<file path="src/hdl/drc_pkg.sv">
// Package with the shared types, constants and helpers of the dirty rectangle coalescer.
package drc_pkg;

  localparam int MaxEntries = 16;
  localparam int CountW = $clog2(MaxEntries + 1);
  localparam int IdxW = (MaxEntries > 1) ? $clog2(MaxEntries) : 1;

  localparam logic [1:0] ActAdd = 2'd0;
  localparam logic [1:0] ActClear = 2'd1;
  localparam logic [1:0] ActEmit = 2'd2;

  localparam logic [1:0] RegLeft = 2'd0;
  localparam logic [1:0] RegTop = 2'd1;
  localparam logic [1:0] RegRight = 2'd2;
  localparam logic [1:0] RegBottom = 2'd3;

  typedef struct packed {
    logic signed [15:0] l;
    logic signed [15:0] t;
    logic signed [15:0] r;
    logic signed [15:0] b;
  } box_t;

  // Control that travels along the row of cells with the data.
  typedef struct packed {
    logic shift;   // every cell takes the entry of its right neighbor, the last live cell the head
    logic load;    // the cell at load_idx takes the load box
    logic [IdxW-1:0] load_idx;
  } cell_ctl_t;

  function automatic logic signed [15:0] smin(logic signed [15:0] a, logic signed [15:0] b);
    return (a < b) ? a : b;
  endfunction

  function automatic logic signed [15:0] smax(logic signed [15:0] a, logic signed [15:0] b);
    return (a > b) ? a : b;
  endfunction

  function automatic box_t bound(box_t a, box_t b);
    box_t u;
    u.l = smin(a.l, b.l);
    u.t = smin(a.t, b.t);
    u.r = smax(a.r, b.r);
    u.b = smax(a.b, b.b);
    return u;
  endfunction

  function automatic logic is_empty(box_t x);
    return (x.l >= x.r) || (x.t >= x.b);
  endfunction

endpackage

</file>
<file path="src/hdl/drc_cell.sv">
// One storage cell of the rectangle row: holds an entry, shifts or loads it.
module drc_cell (
  input  logic              clk,
  input  drc_pkg::cell_ctl_t ctl,
  input  logic [drc_pkg::IdxW-1:0] my_idx,
  input  drc_pkg::box_t     load_box,
  input  drc_pkg::box_t     from_right,
  output drc_pkg::box_t     entry
);

  // Shift drives a rotation; a separate load writes one cell.
  always_ff @(posedge clk) begin
    if (ctl.load && ctl.load_idx == my_idx) begin
      entry <= load_box;
    end else if (ctl.shift) begin
      entry <= from_right;
    end
  end

endmodule

</file>
<file path="config.mk">
export PLATFORM = sky130hd
export DESIGN_NAME = drc_cell
export DESIGN_NICKNAME = d
export VERILOG_FILES = /design/src/hdl/drc_pkg.sv /design/src/hdl/drc_cell.sv
export SDC_FILE = /design/constraint.sdc
export NUM_CORES = 1
export LEC_CHECK = 0
export BUFFER_PORTS_ARGS = -buffer_cell sky130_fd_sc_hd__buf_2
export CAP_MARGIN = 20
export CORE_MARGIN = 2
export CORE_UTILIZATION = 40
export DETAILED_ROUTE_END_ITERATION = 8
export PLACE_DENSITY = 0.79
export SETUP_SLACK_MARGIN = 0.1
export SLEW_MARGIN = 15
export SYNTH_ARGS = -nofsm -noshare
export SYNTH_HDL_FRONTEND = slang
export SYNTH_SLANG_ARGS = --single-unit
</file>
<file path="constraint.sdc">
create_clock -name clk -period 2.5 [get_ports clk]
set_input_delay 0.125 -clock clk [delete_from_list [all_inputs] [get_ports clk]]
set_output_delay 0.125 -clock clk [all_outputs]
set_load 0.02 [all_outputs]
</file>
==> reports/results.tsv <==
stage	metric	value	unit
synth	EDFF count, synth	64	
layout	P&R area growth vs syn	46.24	%
route	Via density	4.632	
setup_path	CP Max Fanout	34	
global_routing	first-pass GRT wire length	9.239	mm
synth	synth top area cells	edfxtp_1 69%, mux2_1 20%, mux2_2 6.1%, buf_6 2.0%, nand2b_1 0.45%	
route	post-route ant nets	0	
setup_path	crit start category	input pin	
synth	Synth Register Bits	64	
worst_hold_path	Worst Hold Class	in2reg	
route	average routed wire per standard cell	14.08	um
setup_path	Setup CP Type	in2reg	
global_routing	initial antenna violation count	0	
synth	Yosys top cell by area	edfxtp_1	
clocking	clk slew on worst S/H paths	0.07	ns
placement	DP HPWL	4.736	mm
synth	syn_area_per_cell	19.18	sq um
synth	Mapped Cells	145	
synth	Post-Syn Nets	284	
global_routing	largest net degree at the start of global routing	65	
route	vias	2029	
floorplan	Die ar.	7636	sq um
setup_path	Levels on crit path	6	
power	leakage	1.820	nW
layout	area of the multi-input gates	785.8	sq um
synth	yosys warns	0	
synth	synth unique cells	13	
layout	n_diodes	0	
clocking	hold buffers post-CTS	0	
synth	count leader, synth	edfxtp_1	
floorplan	Die X	87.39	um
floorplan	number of top-level pins	203	
job	Max Cap Violations	0	
setup_path	WP data arrival	1.70	ns
placement	gpl congestion	0.7084	
synth	asr flop ratio synth	0	
sta	Tmin final	1.638	ns
global_routing	vias in the first global route	2092	
clocking	CTS sink cnt	64	
sta	unrepaired setup endpoints after global routing	no	
clocking	CTS H-tree lvls	3	
sta	Final Worst Setup Slack	0.8618	ns
setup_path	CP bufs+invs	3	
floorplan	height of the die	87.39	um
synth	ys flop type	edfxtp_1	
power	power density cells	641.5	nW/um^2
clocking	post-CTS setup buffers	0	
setup_path	crit path from	ctl[3]	
layout	fill count	548	
route	iteration-0 DRC count of the detailed router	39	
setup_path	Largest stage delay, worst path	0.49	ns
clocking	Longest Clk Path Bufs	2	
route	final WL	6.169	mm
floorplan	Core Box Area	6756	sq um
placement	pre-CTS setup slack	0.4971	ns
setup_path	CP cell instances	buf_2 -> inv_1 -> a222oi_1 -> nor3b_4 -> buf_12 -> mux2_1	
sta	worst slew pin tran	0.4618	ns
layout	share of cells above drive strength 1	0.6536	
global_routing	Total Routing Usage GR	0.1611	
clocking	CTS Buf Count	9	
setup_path	CP max stage cell	nor3b_4	
sta	final setup vio count	0	
sta	Max Slew Vio Count	0	
layout	max FFs per register	64	
status	outcome	finished, final reports clean	
synth	synth cell count leaders	64 x edfxtp_1, 49 x mux2_1, 15 x mux2_2	
clocking	clk root buf	clkbuf_8	
layout	Seq. cell area	1922	sq um
sta	slew margin rel.	0.6918	
floorplan	Core Rows	30	
setup_path	worst path required time	2.56	ns
synth	Synth Cell Area	2781	sq um
sta	final period utilization	0.6553	
placement	PortBufs	202	
sta	f_max	610.4	MHz
synth	Seq/Total Area, Yosys	0.6910	
sta	Fin Setup TNS	0	ns
route	detailed-route DRC error count	0	
layout	Most flops, register	entry	
setup_path	Top Family by Delay on Critical Path	simple AND/OR/NAND/NOR gates	
layout	Final #Nets	493	
floorplan	Initial Utilization	0.4117	
global_routing	remaining global-route overflow	0	
layout	Regs by FF count	entry: 64 flops	
synth	Synth top area share	0.6910	
setup_path	endpoint class of the critical path	flip-flop	
route	Detailed Routing Iterations Pass 1	4	
clocking	TritonCTS clock tree	done	
setup_path	crit path to	entry[22]	
power	VDD IR max	475.7	uV
clocking	cts repair resizes	0	
sta	Final Hold Fails	0	
layer usage:
layer / global-route usage / share of wire / wire length, um / vias to the layer above
li1: - / - / - / 983
met1: 0.1593 / 0.34 / 2125 / 915
met2: 0.3017 / 0.54 / 3322 / 115
met3: 0.05024 / 0.090 / 555 / 16
met4: 0.07552 / 0.027 / 165 / 0
met5: 0 / 0 / 0 / -
layout by cell type, fill, tap and decap left out, drive strengths merged:
cell type	instances
buf	205
edfxtp	64
mux2	64
clkbuf	11
inv	3
nand2b	2
clkinv	2
o2111ai	1
xor2	1
a222oi	1
nor3b	1
or2	1
clkinvlp	1
bufinv	1
metrics by stage:
stage	hold WS (ns)	utilization	total power [mW]	cells	cell area (sq um)
after floorplan	0.3259	-	1.603	145	2781
after detailed placement	0.4113	0.5757	1.831	423	3890
final	0.07884	0.6020	2.610	438	4068
after CTS	0.06003	0.6020	2.647	438	4068
after global placement	0.4068	0.5757	1.820	423	3890
after global routing	0.06110	0.6020	2.733	438	4068
worst min path at each step:
stage	startpoint	to	slack, ns	depth (start not counted)
3_3_place_gp	from_right[27]	entry[27]	0.41	2
5_1_grt	from_right[60]	entry[60]	0.06	2
6_report	from_right[55]	entry[55]	0.08	2
4_1_cts	from_right[18]	entry[18]	0.06	2
3_5_place_dp	from_right[24]	entry[24]	0.41	2
2_1_floorplan	from_right[14]	entry[14]	0.33	1
kinds of logic (layout without fill, tap and decap cells):
family	after synthesis	in the layout	synth area share
DFF	64	64	0.6910
xor gates and xnor gates	1	1	0.003149
AOI/OAI and AO/OA	2	2	0.006748
muxes	64	64	0.2591
and+or+nand+nor	4	4	0.01125
buffers and inverters	10	223	0.02879
final cells by class:
class	instances	share of cell area
inverter	3	0.002768
tap	80	0.02461
clock inverter	4	0.01138
multi-input combinational	71	0.1932
timing repair buffer	205	0.2633
sequential	64	0.4725
clock buffer	11	0.03230
power breakdown:
| part | internal, mW | switching, mW |
|---|---|---|
| sequential | 1.31 | 0.0251 |
| combinational | 0.203 | 0.264 |
| clock | 0.451 | 0.358 |
(Power assumes the default switching activity.)
