**config.mk**
```make
export PLATFORM = sky130hd
export DESIGN_NAME = drc_merge
export DESIGN_NICKNAME = d
export VERILOG_FILES = /design/src/hdl/drc_pkg.sv /design/src/hdl/drc_merge.sv
export SDC_FILE = /design/constraint.sdc
export NUM_CORES = 2
export LEC_CHECK = 0
export BUFFER_PORTS_ARGS = -buffer_cell sky130_fd_sc_hd__buf_4
export CORE_MARGIN = 3
export CORE_UTILIZATION = 55
export DETAILED_ROUTE_END_ITERATION = 16
export GPL_TIMING_DRIVEN = 0
export PLACE_DENSITY = 0.72
export SYNTH_ARGS = -nofsm -noshare
export SYNTH_HDL_FRONTEND = slang
export SYNTH_SLANG_ARGS = --single-unit
```
**constraint.sdc**
```tcl
create_clock -name clk -period 31.8 [get_ports clk]
set_input_delay 7.95 -clock clk [delete_from_list [all_inputs] [get_ports clk]]
set_output_delay 7.95 -clock clk [all_outputs]
set_load 0.01 [all_outputs]
```
**src/hdl/drc_pkg.sv**
```systemverilog
// Package with the shared types, constants and helpers of the dirty rectangle coalescer.
package drc_pkg;

  localparam int MaxEntries = 16;
  localparam int CountW = $clog2(MaxEntries + 1);
  localparam int IdxW = (MaxEntries > 1) ? $clog2(MaxEntries) : 1;

  localparam logic [1:0] ActAdd = 2'd0;
  localparam logic [1:0] ActClear = 2'd1;
  localparam logic [1:0] ActEmit = 2'd2;

  localparam logic [1:0] RegLeft = 2'd0;
  localparam logic [1:0] RegTop = 2'd1;
  localparam logic [1:0] RegRight = 2'd2;
  localparam logic [1:0] RegBottom = 2'd3;

  typedef struct packed {
    logic signed [15:0] l;
    logic signed [15:0] t;
    logic signed [15:0] r;
    logic signed [15:0] b;
  } box_t;

  // Control that travels along the row of cells with the data.
  typedef struct packed {
    logic shift;   // every cell takes the entry of its right neighbor, the last live cell the head
    logic load;    // the cell at load_idx takes the load box
    logic [IdxW-1:0] load_idx;
  } cell_ctl_t;

  function automatic logic signed [15:0] smin(logic signed [15:0] a, logic signed [15:0] b);
    return (a < b) ? a : b;
  endfunction

  function automatic logic signed [15:0] smax(logic signed [15:0] a, logic signed [15:0] b);
    return (a > b) ? a : b;
  endfunction

  function automatic box_t bound(box_t a, box_t b);
    box_t u;
    u.l = smin(a.l, b.l);
    u.t = smin(a.t, b.t);
    u.r = smax(a.r, b.r);
    u.b = smax(a.b, b.b);
    return u;
  endfunction

  function automatic logic is_empty(box_t x);
    return (x.l >= x.r) || (x.t >= x.b);
  endfunction

endpackage

```
**src/hdl/drc_merge.sv**
```systemverilog
// Merge test unit: true overlap and area check, registered between the multiply and the compare.
module drc_merge (
  input  logic          clk,
  input  drc_pkg::box_t a,
  input  drc_pkg::box_t b,
  output logic          worth,
  output drc_pkg::box_t union_box
);

  drc_pkg::box_t u;
  logic ovl;
  logic signed [16:0] aw, ah, bw, bh, uw, uh;
  logic signed [33:0] pa, pb, pu;
  logic ovl_q;
  drc_pkg::box_t u_q;

  always_comb begin
    u = drc_pkg::bound(a, b);
    ovl = (drc_pkg::smax(a.l, b.l) < drc_pkg::smin(a.r, b.r)) &&
          (drc_pkg::smax(a.t, b.t) < drc_pkg::smin(a.b, b.b));
    aw = 17'(a.r) - 17'(a.l);
    ah = 17'(a.b) - 17'(a.t);
    bw = 17'(b.r) - 17'(b.l);
    bh = 17'(b.b) - 17'(b.t);
    uw = 17'(u.r) - 17'(u.l);
    uh = 17'(u.b) - 17'(u.t);
  end

  // Multiply in the first stage, compare in the second.
  always_ff @(posedge clk) begin
    pa <= 34'(aw * ah);
    pb <= 34'(bw * bh);
    pu <= 34'(uw * uh);
    ovl_q <= ovl;
    u_q <= u;
  end

  assign worth = ovl_q && (35'(pu) <= 35'(pa) + 35'(pb));
  assign union_box = u_q;

endmodule

```
==> impl_metrics.tcl <==
set metrics [dict create \
    io_buffers 193 \
    grt_start_max_net_pins 21 \
    post_detailed_route_count_of_antenna_violating_nets 0 \
    gpl.final_weighted_congestion 1.00 \
    synth_seq_cells 167 \
    layout_commonest_cell "sky130_fd_sc_hd__inv_1" \
    drt_first_iter_violations 3062 \
    io_pins 194 \
    areaGrowthSynthToFinish_pct 7.76 \
    placementRows 105 \
    chipHeight_um 294 \
    violations_in_the_final_reports "max-capacitance violations, max-slew violations" \
    wire_length_of_the_first_global_routing_pass_um 221000 \
    critical_path.most_common_cell "sky130_fd_sc_hd__fa_1" \
    min_period_over_period 0.659 \
    drt-pass1-iter-count 6 \
    critical_path.slowest_cell "sky130_fd_sc_hd__a221oi_2" \
    path_clk_slew_ps 80 \
    slew_headroom -0.0457 \
    chipWidth_um 294 \
    post_synth_net_total 6752 \
    fmax_mhz 47.7 \
    cap_viol_max_count 4 \
    endpoint "pu[33]" \
    dieArea_mm2 0.0866 \
    status "finished with violations" \
    remaining_drc_errors 0 \
    holdBufCountCts 0 \
    fin_nets 6967 \
    cts.path.max_buffers 2 \
    post_synth_inst_count 5215 \
    cts.root.buffer_cell "sky130_fd_sc_hd__clkbuf_16" \
    max_slew_violations 22 \
    summed_instance_area_of_the_synthesized_netlist_mm2 0.0457 \
    syn_area_per_cell_um2 8.77 \
    hold_viol 0 \
    rsz0062_at_grt "false" \
    drive_above_1_share 0.0579 \
    holdCritPathClass "input pin to flop" \
    critical-path-max-stage-delay_ps 1140 \
    yosys_warning_count 0 \
    vias_per_cell 5.75 \
    initial_antenna_violation_count 13 \
    grt_pass1_vias 38010 \
    report.final.setup_viol 0 \
    total_clock_buffers_created_by_cts 17 \
    h-tree-depth 4 \
    utilization 0.599 \
    min_period_ps 20960 \
    coreArea_mm2 0.0822 \
    gr_ovfl_total 0 \
    cts_post_setup_buffers_inserted 0 \
    synth-seq-area-share 0.0731 \
    ws_path_type "input pin to flop" \
    clock_sinks 167 \
    worstPathMaxFanout 10 \
    vias 37498 \
    initial_core_util 0.556 \
    wl_per_cell_um 22.1 \
    crit_path_start "b[15]" \
    number_of_cells_upsized_or_downsized_after_cts 0 \
    ys_dominant_reg_cell "sky130_fd_sc_hd__dfxtp_1" \
    clock_tree_from_tritoncts "yes" \
    worstSetupEndpointType "flop" \
    total_half_perimeter_wirelength_after_legalization_and_detailed_placement_um 125000 \
    critical_path_required_ps 32150 \
    startpoint_type "input pin" \
    synth_enable_flop_cells 0 \
    cp_data_arrival_time_ps 21310 \
    layout_common_cells "sky130_fd_sc_hd__inv_1, sky130_fd_sc_hd__fa_1, sky130_fd_sc_hd__nand2_1" \
    tightestPinTransition_ps 1560 \
    setup-tns-final_ps 0 \
    proportion_of_register_bits_with_asynchronous_set_or_reset_after_synthesis 0 \
    post_synth_num_cell_types 83 \
    grt_usage 0.342 \
    totalWireLength_um 144000 \
]
==> layer usage <==
metal	share of wire	global-route usage
met4	0.050	0.145
met5	0.00090	0
met2	0.44	0.529
met3	0.11	0.105
met1	0.40	0.449
==> synth_stat cells (10+ instances only) <==
cell type / number / area (um2)
sky130_fd_sc_hd__a211oi_1: 21 / 158
sky130_fd_sc_hd__a21boi_0: 10 / 75.1
sky130_fd_sc_hd__a21o_1: 100 / 751
sky130_fd_sc_hd__a21oi_1: 203 / 1020
sky130_fd_sc_hd__a221oi_1: 10 / 87.6
sky130_fd_sc_hd__a31oi_1: 19 / 119
sky130_fd_sc_hd__and2_1: 72 / 450
sky130_fd_sc_hd__and3_1: 25 / 156
sky130_fd_sc_hd__and4_1: 10 / 87.6
sky130_fd_sc_hd__clkbuf_1: 120 / 450
sky130_fd_sc_hd__dfxtp_1: 167 / 3340
sky130_fd_sc_hd__fa_1: 896 / 17900
sky130_fd_sc_hd__ha_1: 512 / 6410
sky130_fd_sc_hd__inv_1: 1048 / 3930
sky130_fd_sc_hd__mux2_2: 17 / 191
sky130_fd_sc_hd__nand2_1: 602 / 2260
sky130_fd_sc_hd__nand2b_1: 66 / 413
sky130_fd_sc_hd__nand3_1: 48 / 240
sky130_fd_sc_hd__nand4_1: 29 / 181
sky130_fd_sc_hd__nor2_1: 435 / 1630
sky130_fd_sc_hd__nor2b_1: 102 / 638
sky130_fd_sc_hd__nor3_1: 50 / 250
sky130_fd_sc_hd__o211ai_1: 13 / 97.6
sky130_fd_sc_hd__o21a_1: 46 / 345
sky130_fd_sc_hd__o21ai_0: 155 / 776
sky130_fd_sc_hd__o21bai_1: 15 / 113
sky130_fd_sc_hd__or2_2: 32 / 200
sky130_fd_sc_hd__or3_1: 15 / 93.8
sky130_fd_sc_hd__xnor2_1: 158 / 1380
sky130_fd_sc_hd__xor2_1: 76 / 666
==> critical path, delay by kind of cell <==
kind / cells / cell delay (ps)
AOI/OAI and AO/OA: 16 / 5290
and+or+nand+nor: 9 / 1740
adders and majority gates: 10 / 4530
xor gates and xnor gates: 1 / 480
buffers and inverters: 6 / 1260
==> how the worst min path moves through the flow <==
stage | start | end | slack (ps) | depth (start not counted)
finish | a[6] | union_box[6] | 7820 | 2
detailed placement | a[35] | union_box[35] | 8300 | 3
global route | a[37] | union_box[37] | 7790 | 2
global placement | a[38] | union_box[38] | 8310 | 2
CTS | a[35] | union_box[35] | 7780 | 3
floorplan | a[34] | union_box[34] | 8080 | 2
==> flip-flops by register name (all words and copies together), names as in the netlist <==
name and count:
pa 34, pb 34, union_box 64, pu 34, ovl_q 1
==> cells by family after synthesis <==
kind of cell,count (synthesis),share of synthesized area
multiplexers,24,0.00572
flip-flops,167,0.0731
AND/OR/NAND/NOR,1517,0.150
XOR/XNOR,236,0.0458
AO/OA/AOI/OAI,684,0.0959
adder cells (fa/ha/maj),1409,0.533
buffers and inverters,1178,0.0972
==> metrics by stage <==
stage	setup slack [ps]	instances	hold WS, ps	area, um2
final	10840	6519	7820	49300
after global routing	10320	6513	7790	49300
after CTS	11280	6512	7780	49200
after detailed placement	10840	6480	8300	48600
after global placement	10670	6478	8310	48500
after floorplan	13580	5215	8080	45700
==> layout make-up <==
class,instances,area [um2]
Timing Repair Buffer,196,1490
Tap cell,1070,1340
Clock buffer,17,425
Sequential cell,167,3340
Fill cell,7306,33000
Buffer,130,509
Clock inverter,15,218
Inverter,1048,3930
Antenna cell,6,15.0
Multi-Input combinational cell,3870,38000
Power is not shown: default switching activity piles up to over one toggle a cycle in this logic, so the estimate is an artifact.
