### src/hdl/drc_pkg.sv
// Package with the shared types, constants and helpers of the dirty rectangle coalescer.
package drc_pkg;

  localparam int MaxEntries = 16;
  localparam int CountW = $clog2(MaxEntries + 1);
  localparam int IdxW = (MaxEntries > 1) ? $clog2(MaxEntries) : 1;

  localparam logic [1:0] ActAdd = 2'd0;
  localparam logic [1:0] ActClear = 2'd1;
  localparam logic [1:0] ActEmit = 2'd2;

  localparam logic [1:0] RegLeft = 2'd0;
  localparam logic [1:0] RegTop = 2'd1;
  localparam logic [1:0] RegRight = 2'd2;
  localparam logic [1:0] RegBottom = 2'd3;

  typedef struct packed {
    logic signed [15:0] l;
    logic signed [15:0] t;
    logic signed [15:0] r;
    logic signed [15:0] b;
  } box_t;

  // Control that travels along the row of cells with the data.
  typedef struct packed {
    logic shift;   // every cell takes the entry of its right neighbor, the last live cell the head
    logic load;    // the cell at load_idx takes the load box
    logic [IdxW-1:0] load_idx;
  } cell_ctl_t;

  function automatic logic signed [15:0] smin(logic signed [15:0] a, logic signed [15:0] b);
    return (a < b) ? a : b;
  endfunction

  function automatic logic signed [15:0] smax(logic signed [15:0] a, logic signed [15:0] b);
    return (a > b) ? a : b;
  endfunction

  function automatic box_t bound(box_t a, box_t b);
    box_t u;
    u.l = smin(a.l, b.l);
    u.t = smin(a.t, b.t);
    u.r = smax(a.r, b.r);
    u.b = smax(a.b, b.b);
    return u;
  endfunction

  function automatic logic is_empty(box_t x);
    return (x.l >= x.r) || (x.t >= x.b);
  endfunction

endpackage

### src/hdl/drc_clip.sv
// Clip unit: cuts one entry to the clip space and yields the source offsets.
module drc_clip (
  input  drc_pkg::box_t x,
  input  drc_pkg::box_t sp,
  input  logic          lim,
  output drc_pkg::box_t y,
  output logic [15:0]   dx,
  output logic [15:0]   dy
);

  drc_pkg::box_t w;
  logic dead;

  always_comb begin
    w = x;
    dx = '0;
    dy = '0;
    dead = 1'b0;
    if (lim) begin
      if (w.l < sp.l) begin
        dx = sp.l - w.l;
        w.l = sp.l;
        if (w.l > w.r) dead = 1'b1;
      end
      if (!dead && w.t < sp.t) begin
        dy = sp.t - w.t;
        w.t = sp.t;
        if (w.t > w.b) dead = 1'b1;
      end
      if (!dead && w.r > sp.r) begin
        w.r = sp.r;
        if (w.r < w.l) dead = 1'b1;
      end
      if (!dead && w.b > sp.b) begin
        w.b = sp.b;
        if (w.b < w.t) dead = 1'b1;
      end
    end
    y = dead ? '0 : w;
  end

endmodule

### config.mk
export PLATFORM = sky130hd
export DESIGN_NAME = drc_clip
export DESIGN_NICKNAME = d
export VERILOG_FILES = /design/src/hdl/drc_pkg.sv /design/src/hdl/drc_clip.sv
export SDC_FILE = /design/constraint.sdc
export NUM_CORES = 1
export LEC_CHECK = 0
export ABC_AREA = 1
export BUFFER_PORTS_ARGS = -buffer_cell sky130_fd_sc_hd__buf_2
export CAP_MARGIN = 20
export CORE_AREA = 2 2 106 108
export DETAILED_ROUTE_END_ITERATION = 10
export DIE_AREA = 0 0 108 110
export PLACE_DENSITY = 0.89
export SLEW_MARGIN = 20
export SYNTH_ARGS = -nofsm -noshare
export SYNTH_HDL_FRONTEND = slang
export SYNTH_SLANG_ARGS = --single-unit
### constraint.sdc
create_clock -name vclk -period 7.9
set_input_delay 1.58 -clock vclk [all_inputs]
set_output_delay 1.58 -clock vclk [all_outputs]
set_load 0.005 [all_outputs]
==> run summary, run 1 <==
outcome = finished, final reports clean
DP Area = 7130 um^2
Fmax = 0.133 GHz
worst min path class = input pin to output port
Mean Syn Cell Area = 5.81 um^2
Int Power = 298 uW
Period minus WS final = 7.51 ns
register area = 0 um^2
Synth Warn # = 0
Pins Over Slew Limit = 0
vias in the first global route = 6225
Gate power share = 100.0%
post-synthesis xor/xnor area fraction = 2.95%
Post-synth top cells = nand2_1 (256), inv_1 (194), ha_1 (126), o21ai_0 (87), a21oi_1 (64)
critical path capture point type = output port
# Post-CTS Setup Buffers = 0
Fin. Hold Viols = 0
power share of the sequential group = 0%
Peak VDD IR = 67.4 uV
Setup crit start kind = input pin
largest cells by area after synthesis = ha_1 (27%), nand2_1 (16%), inv_1 (12%)
WP data required = 6.32 ns
NetSw = 451 uW
drt wl/cell = 13.2 um
pwr/cell area = 105 nW/um^2
CLK BUF = 0
Post-Synthesis Cells = 1024
Final GP Congestion = 0.939
num ports = 225
area leader, netlist = ha_1
Clk pwr share = 0%
top-count cell post-synth = nand2_1
worst-margin pin slew = 1.00 ns
sequential cell count = 0
sw frac = 60.2%
Area Growth Syn to Fin = 20.2%
CORE AREA = 10700 um^2
DR pass1 iterations = 5
Finished Cell Area = 7150 um^2
initial drt markers = 563
LEAKAGE = 0.00444 uW
DRC errors left = 0
hold_sp = x[48]
Hold-fix buffers, CTS = 0
Synth Area in Simple Gates = 28.4%
Die ar. = 11900 um^2
Post-Synth Adder-Cell Area = 27.2%
Setup CP Type = input pin to output port
Vias = 7246
Tot Pwr = 749 uW
slew margin rel. = 32.9%
compound-gate portion of the synthesized area = 26.1%
max cap viols = 0
Syn Nets = 1281
dpl hpwl = 15.5 mm
Max FO, Critical Path = 23
num rows = 38
largest family of logic cells by synthesized area = simple AND/OR/NAND/NOR gates
worst hold stages = 4
die width = 108 um
Total Wirelength = 17.9 mm
first-pass GRT wire length = 27.9 mm
All-Layer GR Usage = 28.3%
Netlist Area Pre-Place = 5950 um^2
initial antenna violation count = 0
total gr overflow = 0
die height = 110 um
initial core utilization = 55.6%
final core utilization = 66.8%
worst hold slack = 3.57 ns
drt via density = 5.32
NumNets Final = 1479
final setup fails = 0
top cell type's share of synthesized area = 26.5%
PortBufs = 225
Synth cell types = 46
pin count of the biggest net entering global routing = 49
Detail Route Antenna Nets = 0
final period utilization = 95.1%
share of layout cells above drive strength 1 = 25.2%
sequential area share after synthesis = 0%
Worst Hold Path EP = dx[0]
mux cell area share after synthesis = 0%
crit path DAT = 5.93 ns
Crit. Startpoint = sp[48]
==> worst max path at each step <==
stage               endpoint  slack, ns  cells past startpoint
floorplan              y[10]       1.46                     26
global placement       y[63]       0.35                     28
detailed placement     y[63]       0.16                     28
CTS                    y[63]       0.13                     28
global route           y[63]     -0.005                     29
finish                 y[54]       0.39                     28
==> cell families (layout without fill, tap and decap cells) <==
logic type,after synthesis,in the layout
buffers and inverters,230,426
and+or+nand+nor,399,399
adders and majority gates,128,128
other,0,2
AOI/OAI and AO/OA,247,247
xor gates and xnor gates,20,20
==> worst max-delay path: stages <==
cell,delay (ns)
buf_2,0.10
inv_1,0.10
ha_1,0.15
inv_1,0.06
fa_1,0.38
nand2_1,0.10
nand2_1,0.09
nand3_1,0.09
nand2_1,0.14
nand2_1,0.12
nand2_1,0.06
nand2_1,0.09
nand3_2,0.25
o21ai_0,0.27
ha_1,0.27
a21oi_1,0.13
nor2_1,0.05
a211oi_1,0.19
nor2_1,0.06
nor3_1,0.26
nand2_1,0.11
nand2_2,0.08
nand3_4,0.19
and2_4,0.24
nand2_8,0.21
buf_4,0.29
a21oi_2,0.08
buf_2,0.16
==> layout by cell type, fill, tap and decap left out, types with 2 or more instances in the layout <==
| cell type | n |
|---|---|
| diode_2 | 2 |
| o221ai_1 | 4 |
| o21ai_1 | 2 |
| fa_1 | 2 |
| o21ai_0 | 87 |
| nand3_2 | 5 |
| o21a_1 | 5 |
| a31oi_1 | 5 |
| or2_2 | 2 |
| nand4_1 | 9 |
| xnor2_1 | 9 |
| a21oi_2 | 60 |
| buf_4 | 7 |
| inv_1 | 194 |
| xor2_1 | 11 |
| o21bai_1 | 6 |
| nand2_1 | 256 |
| buf_2 | 224 |
| nor3_1 | 11 |
| nand3_1 | 39 |
| a21oi_1 | 64 |
| nand2_2 | 3 |
| nor3b_1 | 3 |
| nor2_1 | 61 |
| ha_1 | 126 |
| a211oi_1 | 6 |
==> per-stage QoR <==
step / setup TNS, ns / worst slack [ns] / cells
6_report: 0 / 0.387 / 1362
5_1_grt: -0.00724 / -0.00497 / 1360
4_1_cts: 0 / 0.133 / 1360
3_5_place_dp: 0 / 0.155 / 1360
3_3_place_gp: 0 / 0.348 / 1360
2_1_floorplan: 0 / 1.46 / 1024
==> metal layers <==
| metal | GRT usage [%] | part of all wire [%] | vias up |
|---|---|---|---|
| met5 | 0 | 0 | - |
| met4 | 7.33 | 2.7 | 0 |
| met3 | 0.823 | 7.4 | 38 |
| met2 | 48.3 | 45 | 299 |
| met1 | 39.3 | 45 | 3161 |
| li1 | - | - | 3748 |
==> repair_timing <==
item,4_1_cts,5_1_grt
resized for setup,0,2
setup endpoints to repair,0,64
hold endpoints to repair,0,0
==> final cells by class <==
cell class / count / area [um^2]
Tap cell: 140 / 175
Fill cell: 984 / 3550
Inverter: 194 / 728
Multi-Input combinational cell: 794 / 5040
Timing Repair Buffer: 232 / 1190
Antenna cell: 2 / 5.00
==> power groups by stage <==
stage	combinational [uW]	clock, uW	sequential [uW]
finish	749	0.0000339	0
global route	846	0	0
CTS	741	0	0
detailed placement	738	0	0
global placement	718	0	0
floorplan	524	0	0
No activity file was read; power rests on OpenSTA's default activity.
==> run 2, diff against run 1 <==
Settings changed: ABC_AREA 1 to not set, CORE_AREA 2 2 106 108 to 2 2 103 105, DIE_AREA 0 0 108 110 to 0 0 105 107.
==> run 2 against run 1 <==
- critical path depth shrank 3
- wire length grew 3.7%
- fmax shrank 2.3%
- flip-flop and latch count is the same
- sequential share of layout area is the same
- hold slack lost 0.082 ns
- combinational power shrank 11%
- global-route usage grew 3.1 points
==> run summary, run 2 <==
outcome = finished, final reports clean
crit path DAT = 6.11 ns
drt wl/cell = 16.1 um
pwr/cell area = 96.8 nW/um^2
Post-Synth Adder-Cell Area = 29.4%
min setup slack post-route = 0.207 ns
Finished Cell Area = 6850 um^2
Vias = 6623
Fmax = 0.130 GHz
PortBufs = 225
Detail Route Antenna Nets = 0
Area Growth Syn to Fin = 24.7%
CLK BUF = 0
Syn Nets = 1060
die height = 107 um
num rows = 37
Total Wirelength = 18.6 mm
initial core utilization = 54.4%
RSZ-0062 raised after global routing = yes
area occupied by multi-input gates = 4940 um^2
dpl hpwl = 15.6 mm
final period utilization = 97.4%
top cell type's share of synthesized area = 28.7%
Post-synth top cells = ha_1 (126), inv_1 (110), nor2_1 (90), nand2_1 (89), a21oi_1 (71)
Post-Synthesis Cells = 803
slew margin rel. = 38.7%
Peak VDD IR = 89.9 uV
first-pass GRT wire length = 29.3 mm
sequential area share after synthesis = 0%
LEAKAGE = 0.00401 uW
pre-CTS WS = -0.0179 ns
Mean Syn Cell Area = 6.84 um^2
DR pass1 iterations = 5
sequential cell count = 0
Worst Hold Path EP = y[34]
compound-gate portion of the synthesized area = 24.7%
num ports = 225
drt via density = 5.74
Pins Over Slew Limit = 0
worst-margin pin slew = 0.917 ns
register area = 0 um^2
DRC errors left = 0
Filler cells = 964
share of layout cells above drive strength 1 = 27.6%
initial drt markers = 400
NumNets Final = 1277
Max FO, Critical Path = 18
largest cells by area after synthesis = ha_1 (29%), mux2i_1 (8.7%), inv_1 (7.5%)
commonest cells after routing, fill and taps aside = buf_2 (225), ha_1 (126), inv_1 (110), nand2_1 (89), nor2_1 (89)
vias in the first global route = 6270
Synth Warn # = 0
pin count of the biggest net entering global routing = 37
DP Area = 6750 um^2
max cap viols = 0
Fin. Hold Viols = 0
Setup crit start kind = input pin
mux cell area share after synthesis = 8.95%
commonest non-fill, non-tap cell in the layout = buf_2
post-synthesis xor/xnor area fraction = 3.99%
Slowest-stage cell, CP = a2111oi_2
CORE AREA = 10100 um^2
Setup CP Type = input pin to output port
final core utilization = 67.9%
Worst Path Buf+Inv = 7
top-count cell post-synth = ha_1
initial antenna violation count = 0
WP data required = 6.32 ns
final setup fails = 0
worst hold stages = 4
Netlist Area Pre-Place = 5490 um^2
critical path capture point type = output port
All-Layer GR Usage = 31.3%
Die ar. = 11200 um^2
die width = 105 um
total gr overflow = 0
hold_sp = x[34]
worst min path class = input pin to output port
CP dominant cell by count = a21o_1
Final GP Congestion = 0.958
crit-path leading delay family = compound AO/OA/AOI/OAI gates
Synth cell types = 55
largest family of logic cells by synthesized area = adder cells
area leader, netlist = ha_1
Inserted Diodes = 0
Period minus WS final = 7.69 ns
Synth Area in Simple Gates = 22.3%
Largest stage delay, worst path = 0.39 ns
run 2: cell count changes after synthesis, sizes merged, moves of 31 or more:
| cell | change |
|---|---|
| inv | -84 |
| nand3 | -31 |
| a21oi | -33 |
| mux2i | +48 |
| nand2 | -171 |
| o21ai | -66 |
run 2: kinds of logic (layout without fill, tap and decap cells):
kind of cell,count (synthesis),in the layout
AO/OA/AOI/OAI,195,195
multiplexers,49,49
XOR/XNOR,25,25
adder cells (fa/ha/maj),128,128
AND/OR/NAND/NOR,270,270
buffers and inverters,136,351
run 2: worst max path at each step:
| stage | cells after the start | slack (ns) | start | endpoint |
|---|---|---|---|---|
| finish | 25 | 0.21 | sp[48] | y[13] |
| global route | 26 | -0.02 | sp[32] | y[15] |
| CTS | 24 | 0.06 | sp[48] | y[21] |
| detailed placement | 24 | -0.02 | sp[48] | y[18] |
| floorplan | 24 | 0.14 | sp[48] | y[35] |
| global placement | 24 | 0.14 | sp[48] | y[31] |
run 2: layout make-up:
cell class	count	share of cell area (%)
inverter	110	6.03
multi-input combinational	667	72.1
timing repair buffer	241	19.4
tap	136	2.48
run 2: metrics by stage:
step	hold WS [ns]	power [uW]	TNS, ns	instances
floorplan	3.26	415	0	803
global placement	3.49	613	0	1150
detailed placement	3.49	626	-0.248	1150
CTS	3.49	631	0	1150
global route	3.51	734	-0.165	1154
finish	3.48	663	0	1154
run 2: layer usage:
metal  part of all wire [%]  GRT usage, %
met4                    3.5          9.62
met1                     40          35.9
met5                      0             0
met2                     51          61.1
met3                    5.9          2.67
run 2: power by group:
part	switching, uW	total, uW	internal, uW
clock network	0	0	0
logic	364	663	299
registers	0	0	0
total	364	663	299
run 2: what timing repair did:
| action | 4_1_cts | 5_1_grt |
|---|---|---|
| setup buffers | 0 | 2 |
| endpoints found under the setup margin | 12 | 64 |
| pin swaps | 0 | 3 |
| hold endpoints to repair | 0 | 0 |
| gates resized for setup | 1 | 8 |
| hold buffers | 0 | 0 |
| gates cloned | 0 | 2 |
